`config.mk`:
```
export PLATFORM = sky130hd
export DESIGN_NAME = hsl_to_rgb_converter_top
export DESIGN_NICKNAME = d
export VERILOG_FILES = /design/src/sv/hsl_pkg.sv /design/src/sv/hsl_to_rgb_converter_top.sv /design/src/sv/hsl_chan.sv
export SDC_FILE = /design/constraint.sdc
export NUM_CORES = 2
export LEC_CHECK = 0
export ABC_CLOCK_PERIOD_IN_PS = 10300
export BUFFER_PORTS_ARGS = -buffer_cell sky130_fd_sc_hd__buf_2
export CORE_MARGIN = 4
export CORE_UTILIZATION = 65
export CTS_BUF_LIST = sky130_fd_sc_hd__clkbuf_4
export CTS_CLUSTER_DIAMETER = 50
export DETAILED_ROUTE_END_ITERATION = 10
export HOLD_SLACK_MARGIN = 0.1
export PLACE_DENSITY = 0.91
export SLEW_MARGIN = 20
export SYNTH_ARGS = -nofsm -noshare
export SYNTH_HDL_FRONTEND = slang
export SYNTH_SLANG_ARGS = --single-unit
```
`constraint.sdc`:
```
create_clock -name i_clk -period 10.3 [get_ports i_clk]
set_clock_uncertainty 0.05 [all_clocks]
set_input_delay 1.03 -clock i_clk [delete_from_list [all_inputs] [get_ports i_clk]]
set_output_delay 1.03 -clock i_clk [all_outputs]
set_load 0.01 [all_outputs]
```
`src/sv/hsl_pkg.sv`:
```
// ----------------------------------------------------------------------------
// hsl_pkg: shared types and constants for the HSL to RGB converter
// Hue angle widths, sector boundaries and wrap constants used by the top
// level and the per-channel ramp pipeline.
// ----------------------------------------------------------------------------
package hsl_pkg;

    localparam int HUE_W   = 16;   // input hue width, two's complement
    localparam int DEG_W   = 9;    // wrapped angle 0..359
    localparam int RAMP_W  = 6;    // ramp position 0..60
    localparam int HUE_Q_W = 8;    // quotient of the biased hue by 360

    typedef logic [DEG_W-1:0]  t_deg;
    typedef logic [DEG_W:0]    t_deg_ext;
    typedef logic [RAMP_W-1:0] t_ramp;

    // Sector boundaries of the hue ramp
    localparam t_deg  DEG_60    = 9'd60;
    localparam t_deg  DEG_180   = 9'd180;
    localparam t_deg  DEG_240   = 9'd240;
    localparam t_ramp RAMP_FULL = 6'd60;

    localparam t_deg_ext DEG_360 = 10'd360;

    // Reciprocal of 360 scaled by 2^24; the estimate is exact or one short
    localparam logic [15:0] HUE_RECIP       = 16'd46603;
    localparam int          HUE_RECIP_SHIFT = 24;

    // Flipping the sign bit adds 32768, which is 8 modulo 360
    localparam t_deg_ext HUE_BIAS     = 10'd8;
    localparam t_deg_ext HUE_BIAS_WRAP = 10'd352;   // 360 - 8
    // Offsets from the biased remainder to red (+120) and blue (+240)
    localparam t_deg_ext RED_OFS       = 10'd112;
    localparam t_deg_ext BLUE_OFS      = 10'd232;

endpackage

```
`src/sv/hsl_to_rgb_converter_top.sv`:
```
// ----------------------------------------------------------------------------
// hsl_to_rgb_converter_top: HSL to RGB colour converter
// o_valid is the last of the valid bits that travel alongside the data.
// Throughput: one transaction per cycle; busy never rises, as no stage waits.
// The five pipeline stages are: hue and L*S multiply, hue wrap
// and p/q forming, then three stages per channel for ramp, scale and clamp.
// Reset (synchronous, active low) clears the valid bits only; data drains.
// The receiver cannot stall: each result shows for exactly one cycle.
// ----------------------------------------------------------------------------
module hsl_to_rgb_converter_top
    import hsl_pkg::*;
#(
    parameter int FRACTION_BITS = 12
) (
    input  logic                     i_clk,
    input  logic                     i_rst_n,
    input  logic                     start,
    output logic                     busy,
    input  logic signed [HUE_W-1:0]  i_hue_degrees,
    input  logic [FRACTION_BITS:0]   i_saturation,
    input  logic [FRACTION_BITS:0]   i_lightness,
    output logic                     o_valid,
    output logic [FRACTION_BITS:0]   o_red,
    output logic [FRACTION_BITS:0]   o_green,
    output logic [FRACTION_BITS:0]   o_blue
);

    localparam int F    = FRACTION_BITS;
    localparam int V_W  = F + 1;          // saturation / lightness width
    localparam int LS_W = 2*F + 2;        // L*S product width
    localparam int W2   = 2*F + 4;        // signed p and q, 2F fraction bits
    localparam logic [V_W-1:0] HALF_VAL = V_W'(64'd1 << (F - 1));

    // The pipeline never holds a transaction, so the command port is always free
    assign busy = 1'b0;

    logic accept;
    assign accept = start && !busy;

    // ------------------------------------------------------------------
    // Valid bits: travel alongside the data through all five stages
    // ------------------------------------------------------------------
    logic [4:0] r_vld;

    always_ff @(posedge i_clk) begin
        if (!i_rst_n) begin
            r_vld <= '0;
        end else begin
            r_vld <= {r_vld[3:0], accept};
        end
    end

    assign o_valid = r_vld[4];

    // ------------------------------------------------------------------
    // Stage 1: bias the hue to unsigned and multiply by the reciprocal of
    // 360; form L*S for the q term
    // ------------------------------------------------------------------
    logic [HUE_W-1:0]   hue_u;
    logic [2*HUE_W-1:0] n_hprod, r_hprod;
    logic [LS_W-1:0]    n_ls, r_ls;
    logic [HUE_W-1:0]   r_hue_u;
    logic [V_W-1:0]     r_l, r_s;

    always_comb begin
        // flip the sign bit: adds 32768, which is 8 more than a multiple of 360
        hue_u   = {~i_hue_degrees[HUE_W-1], i_hue_degrees[HUE_W-2:0]};
        n_hprod = (2*HUE_W)'(hue_u) * (2*HUE_W)'(HUE_RECIP);
        n_ls    = LS_W'(i_lightness) * LS_W'(i_saturation);
    end

    always_ff @(posedge i_clk) begin
        r_hprod <= n_hprod;
        r_hue_u <= hue_u;
        r_ls    <= n_ls;
        r_l     <= i_lightness;
        r_s     <= i_saturation;
    end

    // ------------------------------------------------------------------
    // Stage 2: remainder by 360 with one correction, remove the bias and
    // derive the three channel angles; form q and p exactly
    // ------------------------------------------------------------------
    logic [HUE_Q_W-1:0] hq;
    logic [HUE_W-1:0]   rem_full;
    t_deg_ext           rem0, rem1, red_sum, blu_sum, grn_val;
    t_deg               n_t_red, n_t_grn, n_t_blu;
    t_deg               r_t_red, r_t_grn, r_t_blu;
    logic               low_l;
    logic [W2-1:0]      l_w, s_w, ls_w;
    logic signed [W2-1:0] n_q2, n_p2, r_q2, r_p2;

    always_comb begin
        hq       = r_hprod[HUE_RECIP_SHIFT +: HUE_Q_W];
        rem_full = r_hue_u - (HUE_W'(hq) * HUE_W'(DEG_360));
        rem0     = rem_full[DEG_W:0];
        rem1     = (rem0 >= DEG_360) ? rem0 - DEG_360 : rem0;

        // green uses the hue itself; red and blue are offset by a third
        grn_val  = (rem1 >= HUE_BIAS) ? rem1 - HUE_BIAS : rem1 + HUE_BIAS_WRAP;
        red_sum  = rem1 + RED_OFS;
        blu_sum  = rem1 + BLUE_OFS;
        n_t_grn  = grn_val[DEG_W-1:0];
        n_t_red  = (red_sum >= DEG_360) ? DEG_W'(red_sum - DEG_360) : red_sum[DEG_W-1:0];
        n_t_blu  = (blu_sum >= DEG_360) ? DEG_W'(blu_sum - DEG_360) : blu_sum[DEG_W-1:0];

        low_l = (r_l < HALF_VAL);
        l_w   = W2'(r_l);
        s_w   = W2'(r_s);
        ls_w  = W2'(r_ls);
        if (low_l) begin
            n_q2 = (l_w << F) + ls_w;
        end else begin
            n_q2 = ((l_w + s_w) << F) - ls_w;
        end
        n_p2 = (l_w << (F + 1)) - n_q2;
    end

    always_ff @(posedge i_clk) begin
        r_t_red <= n_t_red;
        r_t_grn <= n_t_grn;
        r_t_blu <= n_t_blu;
        r_q2    <= n_q2;
        r_p2    <= n_p2;
    end

    // ------------------------------------------------------------------
    // Stages 3 to 5: one ramp pipeline per channel, ending in the output
    // register
    // ------------------------------------------------------------------
    hsl_chan #(.F(F)) u_chan_red (
        .i_clk   (i_clk),
        .i_t     (r_t_red),
        .i_p2    (r_p2),
        .i_q2    (r_q2),
        .o_value (o_red)
    );

    hsl_chan #(.F(F)) u_chan_green (
        .i_clk   (i_clk),
        .i_t     (r_t_grn),
        .i_p2    (r_p2),
        .i_q2    (r_q2),
        .o_value (o_green)
    );

    hsl_chan #(.F(F)) u_chan_blue (
        .i_clk   (i_clk),
        .i_t     (r_t_blu),
        .i_p2    (r_p2),
        .i_q2    (r_q2),
        .o_value (o_blue)
    );

    // ------------------------------------------------------------------
    // Assertions
    // ------------------------------------------------------------------
    localparam logic [V_W-1:0] ONE_OUT = V_W'(64'd1 << F);

    // every accepted transaction yields a strobe when it leaves the pipeline
    a_latency: assert property (@(posedge i_clk) disable iff (!i_rst_n)
        accept |-> ##5 o_valid)
        else $error("accepted transaction produced no result strobe");

    // no strobe without a matching accepted transaction
    a_no_spurious: assert property (@(posedge i_clk) disable iff (!i_rst_n)
        o_valid |-> $past(accept, 5))
        else $error("result strobe without a matching transaction");

    // results stay within 0..1.0
    a_clamped: assert property (@(posedge i_clk) disable iff (!i_rst_n)
        o_valid |-> (o_red <= ONE_OUT && o_green <= ONE_OUT && o_blue <= ONE_OUT))
        else $error("result above full scale");

    // zero saturation gives a grey
    a_grey: assert property (@(posedge i_clk) disable iff (!i_rst_n)
        (accept && i_saturation == '0) |-> ##5 (o_red == o_green && o_green == o_blue))
        else $error("zero saturation did not give equal channels");

endmodule

```
`src/sv/hsl_chan.sv`:
```
// ----------------------------------------------------------------------------
// hsl_chan: hue ramp, rounding and clamping for one colour channel
// Three register stages: ramp and weighted sum, scale and reciprocal
// multiply, quotient correction and clamp into the output register.
// ----------------------------------------------------------------------------
module hsl_chan
    import hsl_pkg::*;
#(
    parameter int F = 12
) (
    input  logic                i_clk,
    input  t_deg                i_t,
    input  logic signed [2*F+3:0] i_p2,
    input  logic signed [2*F+3:0] i_q2,
    output logic [F:0]          o_value
);

    localparam int W2    = 2*F + 4;
    localparam int W_NUM = W2 + 9;
    localparam int X_W   = W_NUM - F;
    localparam int Y_W   = F + 4;
    localparam int R_W   = F + 1;
    localparam int P_W   = Y_W + R_W;

    localparam logic [R_W-1:0]          RECIP    = R_W'((64'd1 << (F + 4)) / 64'd15);
    localparam logic [X_W-1:0]          CLAMP_LIM =
        X_W'(64'd60 * ((64'd1 << F) + 64'd1));
    localparam logic signed [W_NUM-1:0] HALF_DEN = W_NUM'(64'd30 << F);
    localparam logic [R_W-1:0]          ONE_VAL  = R_W'(64'd1 << F);
    localparam logic [Y_W-1:0]          FIFTEEN  = Y_W'(15);

    // stage 1: ramp position and weighted sum p*60 + (q-p)*k
    t_ramp                    k;
    logic signed [RAMP_W:0]   k_s;
    logic signed [W_NUM-1:0]  p2e, q2e, d, n_num;
    logic signed [W_NUM-1:0]  r_num;

    always_comb begin
        if (i_t < DEG_60) begin
            k = i_t[RAMP_W-1:0];
        end else if (i_t < DEG_180) begin
            k = RAMP_FULL;
        end else if (i_t < DEG_240) begin
            k = RAMP_W'(DEG_240 - i_t);
        end else begin
            k = '0;
        end
        k_s   = signed'({1'b0, k});
        p2e   = {{(W_NUM-W2){i_p2[W2-1]}}, i_p2};
        q2e   = {{(W_NUM-W2){i_q2[W2-1]}}, i_q2};
        d     = q2e - p2e;
        n_num = (p2e <<< 6) - (p2e <<< 2) + d * k_s;
    end

    always_ff @(posedge i_clk) begin
        r_num <= n_num;
    end

    // stage 2: add half a step, drop the fraction, divide by 4, multiply by 1/15
    logic [W_NUM-1:0] a;
    logic [X_W-1:0]   x;
    logic             n_pos, n_big;
    logic [Y_W-1:0]   n_y;
    logic [P_W-1:0]   n_prod;
    logic             r_pos, r_big;
    logic [Y_W-1:0]   r_y;
    logic [P_W-1:0]   r_prod;

    always_comb begin
        a      = r_num + HALF_DEN;
        x      = a[W_NUM-1:F];
        n_pos  = !r_num[W_NUM-1] && (r_num != '0);
        n_big  = (x >= CLAMP_LIM);
        n_y    = x[F+5:2];
        n_prod = P_W'(n_y) * P_W'(RECIP);
    end

    always_ff @(posedge i_clk) begin
        r_pos  <= n_pos;
        r_big  <= n_big;
        r_y    <= n_y;
        r_prod <= n_prod;
    end

    // stage 3: fix a short quotient, then clamp
    logic [R_W-1:0] qe, qc, n_val;
    logic [Y_W-1:0] rem;
    logic [R_W-1:0] r_val;

    always_comb begin
        qe  = r_prod[P_W-1:F+4];
        rem = r_y - ((Y_W'(qe) << 4) - Y_W'(qe));
        qc  = (rem >= FIFTEEN) ? qe + R_W'(1) : qe;
        if (!r_pos) begin
            n_val = '0;
        end else if (r_big) begin
            n_val = ONE_VAL;
        end else begin
            n_val = qc;
        end
    end

    always_ff @(posedge i_clk) begin
        r_val <= n_val;
    end

    assign o_value = r_val;

endmodule
```
[Word level (Yosys, flattened, before mapping)]
Index checks and enable logic that the tools add are counted.
Cells by class
  add/subtract/negate cells: 32
  muxes and demuxes: 20
  reduce and logical (&&, ||, !) cells: 12
  bitwise gates (word level): 4
  $mul: 9
  magnitude comparators: 20
Operator list (number)
  37-bit by 18-bit adder with 37-bit output (second input constant): 3
  37-bit adder: 3
  37-bit by 7-bit multiplier with 37-bit output: 3
  37-bit nonzero test: 3
  16-bit by 13-bit multiplier with 29-bit output (second input constant): 3
  13-bit 2-to-1 mux: 6
  25-bit by 18-bit >= comparator with 1-bit output (second input constant): 3
  9-bit by 8-bit less-than comparator with 1-bit output (second input constant): 6
  6-bit 2-to-1 mux: 9
  16-bit by 4-bit >= comparator with 1-bit output (second input constant): 3
  16-bit by 13-bit subtractor with 16-bit output: 3
  16-bit subtractor: 3
  13-bit by 1-bit adder with 13-bit output (second input constant): 3
  34-bit by 30-bit subtractor with 35-bit output: 1
  16-bit by 16-bit multiplier with 32-bit output (second input constant): 1
  10-bit by 9-bit >= comparator with 1-bit output (second input constant): 3
  28-bit by 28-bit subtractor with 29-bit output: 1
  28-bit 2-to-1 mux: 1
  26-bit by 28-bit subtractor with 28-bit output: 1
  25-bit by 26-bit adder with 27-bit output: 1
  9-bit by 6-bit less-than comparator with 1-bit output (second input constant): 3
  9-bit 2-to-1 mux: 3
  26-bit by 26-bit subtractor with 27-bit output: 1
  13-bit by 13-bit multiplier with 26-bit output: 1
  other kinds (17): 29
Storage, ports and cells
  logic and storage cells: 129
  bits in registers: 473

[Logic depth before layout (Yosys ltp)]
  word-level depth: 7
  depth in mapped cells: 36
  gate-level depth less buffers: 35

[Hierarchy]
Synthesis repeated with hierarchy kept, for this count alone.
Unflattened totals
  cell total of the unflattened synthesis: 6931
  area, all modules: 60480.5 µm²
By module, submodules not included
  hsl_chan at u_chan_blue ...: sequential area each 1621.6 µm², area each 14742.9 µm², cells each 1741, times used 2
  hsl_to_rgb_converter_top: sequential area each 3002.9 µm², area each 16407.0 µm², cells each 1740, times used 1
  hsl_chan at u_chan_red: sequential area each 1621.6 µm², area each 14587.7 µm², cells each 1709, times used 1

[Worst setup path before layout]
No wires, ideal clock.
  path type: register -> register
  from: register r_p2[2]
  to: register u_chan_green.r_num[33]
  setup slack: 2.880 ns
  data arrival time: 7.298 ns
  stages on the path, launching flop included: 34
  setup time: 0.072 ns
  buffers on the path: 0
  path through: dfxtp_1 -> inv_1 -> ha_1 -> nor2b_1 -> o21ai_1 -> a21boi_1 -> o21ai_1 -> a21o_1 -> a211oi_1 -> or2_2 -> and2_1 -> a41oi_1 -> xnor2_1 -> nand2_1 -> fa_1 -> inv_1 -> fa_1 -> fa_1 -> inv_1 -> fa_1 -> inv_1 -> ha_1 -> a21o_1 -> a21oi_1 -> o21bai_1 -> a21o_1 -> a21oi_1 -> o31ai_1 -> a2111oi_0 -> nor2_1 -> o2111ai_1 -> nand3_1 -> o41ai_1 -> xnor2_1
On the way
  cells in the longest elaborated chain, start to end: 3
  elaborated cells between the ends (all ways): 4
  those cells by class: add/sub: 3; mul: 1
Ends and longest elaborated chain
  start: declaration: line hsl_to_rgb_converter_top.sv:91  | logic signed [W2-1:0] n_q2, n_p2, r_q2, r_p2;
  start signal: assignment: line hsl_to_rgb_converter_top.sv:124  | r_p2 <= n_p2;
  28-bit by 28-bit subtractor with 29-bit output: line hsl_chan.sv:51  | d = q2e - p2e;
  37-bit by 7-bit multiplier with 37-bit output: line hsl_chan.sv:52  | n_num = (p2e <<< 6) - (p2e <<< 2) + d * k_s;
  37-bit adder (*): line hsl_chan.sv:52
  via u_chan_green.n_num[33]: line hsl_chan.sv:35  | logic signed [W_NUM-1:0] p2e, q2e, d, n_num;
  end signal: assignment: line hsl_chan.sv:56  | r_num <= n_num;
  end: declaration: line hsl_chan.sv:36  | logic signed [W_NUM-1:0] r_num;
Mark *: on every way through the listed nets, which the timed path passes. The rest lies on a longest branch.
A chain may end at the register's enable or synchronous reset.

[Final worst setup path]
  from: register r_p2[1]
  to: register u_chan_blue.r_num[36]
On the way
  cells in the longest elaborated chain, start to end: 3
  elaborated cells between the ends (all ways): 4
  those cells by class: add/sub: 3; mul: 1
Ends and longest elaborated chain (line)
  28-bit by 28-bit subtractor with 29-bit output: hsl_chan.sv:51
  37-bit by 7-bit multiplier with 37-bit output: hsl_chan.sv:52
  37-bit adder (*): hsl_chan.sv:52
  via u_chan_blue.n_num[36]: hsl_chan.sv:35
  end signal: assignment: hsl_chan.sv:56
  end: declaration: hsl_chan.sv:36
Marks and branches as above.

==> summary.md <==
| Metric | Value |
|---|---|
| Status | `finished, final reports clean` |
| PostCTS Resize Cnt | `0` |
| Initial Util | `65.7%` |
| Vias | `44.7k` |
| Crit-path leading delay family | `compound AO/OA/AOI/OAI gates` |
| Placed cell area | `56800 µm²` |
| Dominant cell type by area after synthesis | `fa_1` |
| Setup TNS | `0 ns` |
| Global-route wire length before repair | `230000 µm` |
| Hold Vio Cnt, Final | `0` |
| DRC | `0` |
| Skew-Pair Late Insertion Delay | `0.96 ns` |
| Die Span Y | `299 µm` |
| Number of global-route vias before repair | `47.6k` |
| Pin count of the biggest net entering global routing | `39` |
| Area contributors post-synth | `fa_1 (26%), ha_1 (18%), dfxtp_1 (14%), inv_1 (9.1%), xnor2_1 (4.8%)` |
| Tcrit/Tclk final | `90.3%` |
| Die ar. | `89500 µm²` |
| Nets | `8005` |
| Synthesis-to-layout area growth | `5.78%` |
| Port bufs | `84` |
| Num CTS Buffers | `100` |
| Max-slew violation count | `0` |
| Max-cap violations | `0` |
| DR WL/cell | `18.1 µm` |
| Setup WS post-layout | `0.995 ns` |
| CP startpoint kind | `flip-flop` |
| Worst relative slew slack | `20.0%` |
| Layout cells sized above 1 | `5.72%` |
| R2R setup slack | `1.0 ns` |
| Mean area per synthesized cell | `8.68 µm²` |
| Register area share after synthesis | `14.2%` |
| Crit path buffers/inverters | `3` |
| Top FF cell, synth | `dfxtp_1` |
| Root Buffer | `clkbuf_4` |
| Worst Path Arrival | `10.06 ns` |
| Hold Buf Count CTS | `0` |
| Placed cell count | `7481` |
| DP HPWL | `113000 µm` |
| Critical path class | `flip-flop to flip-flop` |
| Async set-reset flop share out of synthesis | `0%` |
| Crit Path Max Fanout | `19` |
| RePlAce Congestion | `1.01` |
| Worst EP required | `11.05 ns` |
| RSZ-0062 raised after global routing | `false` |
| Max Root-Sink Buffers | `3` |
| Postcts setup bufs | `0` |
| Number of synthesized register bits | `390` |
| Slowest cell on the critical path | `ha_1` |
| Syn Std Cell Area | `55100 µm²` |
| Clock sinks | `390` |
| TritonCTS clock tree | `yes` |
| Worst slew pin tran | `1.20 ns` |
| Clock-pin slew on the worst setup and hold paths | `0.08 ns` |
| Pre-CTS WS | `1.28 ns` |
| Vias per std cell | `5.83` |
| Yosys cell types | `107` |
| Path category of the worst min-delay check | `input pin to flip-flop` |
| Max Clock Freq | `0.107 GHz` |
| Cells after synthesis | `6347` |
| DRT Pass-1 Iters | `8` |
| GRT Total Usage | `31.4%` |
| Element type at the critical path end | `flip-flop` |
| Total global routing overflow | `0` |
| Num rows | `106` |
| Final setup viols | `0` |
| Net Count, Synth | `7903` |
| Design area | `58300 µm²` |
| Top-area cell type share of the netlist area | `25.6%` |
| Post-synth top cells | `inv_1 (1336), ha_1 (806), fa_1 (705)` |
| Die W | `299 µm` |
| Core ar. | `83800 µm²` |
| CTS H-tree lvls | `3` |
| Most common cell in the netlist | `inv_1` |
| EDFF count, synth | `0` |
| Io pins | `86` |
| Peak per-stage delay on the critical path | `0.84 ns` |
| Initial antenna violation count | `2` |
| Synthesis warning total | `0` |
| Routed Antenna Nets | `0` |
| DR iter-0 viols | `3740` |
| Fin cells | `7669` |
| Routed WL | `139000 µm` |
| Minimum clock period | `9.30 ns` |
[cell type report]
class | instances | area, µm²
Multi-Input combinational cell | 4497 | 41900
Fill cell | 6135 | 25500
Sequential cell | 390 | 7810
Inverter | 1339 | 5030
Tap cell | 1134 | 1420
Clock buffer | 128 | 961
Timing Repair Buffer | 121 | 698
Clock inverter | 59 | 420
Antenna cell | 1 | 2.50
[worst register-to-register path: cells and delay by family, from the launching register on]
family,cells,cell delay (ns)
AOI/OAI and AO/OA,17,3.67
xor gates and xnor gates,2,0.74
adders and majority gates,6,3.26
buffers and inverters,3,0.16
DFF,1,0.36
and+or+nand+nor,5,0.95
[per-stage QoR]
stage	utilization (%)	hold slack, ns
2_1_floorplan	-	0.282
3_3_place_gp	67.8	0.286
3_5_place_dp	67.8	0.293
4_1_cts	69.5	0.175
5_1_grt	69.5	0.202
6_report	69.5	0.240
[state kept, by name (all words and copies together) (netlist names), 7 cells and up]
name                  flops
u_chan_green.o_value     13
r_l                      13
u_chan_red.o_value       13
r_t_blu                   9
r_hue_u                  10
r_hprod                   7
u_chan_blue.r_prod       13
u_chan_green.r_y         16
r_ls                     26
u_chan_blue.r_num        36
u_chan_green.r_prod      13
u_chan_green.r_num       36
u_chan_red.r_prod        13
r_p2                     27
u_chan_blue.o_value      13
u_chan_red.r_y           16
r_s                      13
u_chan_blue.r_y          16
u_chan_red.r_num         36
r_q2                     28
[cells in the final DEF (no fill, tap or decap), types with 14 or more instances in the layout]
cell and instances:
a211oi_1 31, nand2_1 505, xor2_1 118, or2_2 16, or3_1 28, ha_1 806, o21ai_1 23, buf_4 37
clkbuf_4 128, o211ai_1 18, inv_1 1336, xnor2_1 297, a31oi_1 27, nor2b_1 56, fa_1 705, a31o_2 18
o21a_1 53, buf_2 84, dfxtp_1 390, nand2b_1 58, nand3_1 87, o21bai_1 46, clkinv_1 33, and2_1 107
nor3_1 88, clkinv_2 14, a21o_1 98, nor2_1 534, o21ai_0 149, a21oi_1 255, nand4_1 38, nor4_1 40
and3_1 30
[final timing paths]
kind	from	endpoint	cells past startpoint
worst min register to register	r_hue_u[1]$_DFF_P_	r_t_blu[1]$_DFF_P_	0
worst max-delay path	r_p2[1]$_DFF_P_	u_chan_blue.r_num[36]$_DFF_P_	33
worst max register to register	r_p2[1]$_DFF_P_	u_chan_blue.r_num[36]$_DFF_P_	33
worst min-delay path	i_hue_degrees[3]	r_hue_u[3]$_DFF_P_	1
[metal layers]
| metal | GRT usage [%] | wire length, µm | up-vias |
|---|---|---|---|
| met5 | 0 | 30 | - |
| met4 | 16.3 | 7870 | 4 |
| met3 | 6.64 | 12600 | 568 |
| met2 | 53.9 | 66700 | 2131 |
| met1 | 37.3 | 51600 | 21500 |
| li1 | - | - | 20500 |
[kinds of logic after synthesis]
logic type	after synthesis	share of synthesized area, %
AO/OA/AOI/OAI	892	10.7
AND/OR/NAND/NOR	1643	13.8
buffers and inverters	1460	9.98
adder cells (fa/ha/maj)	1511	43.9
flip-flops	390	14.2
multiplexers	19	0.359
other	1	0.00681
XOR/XNOR	431	7.10
Power is left out: the tool's default activity adds up to more than one toggle a clock period on the data nets, which glitch-free logic cannot reach.
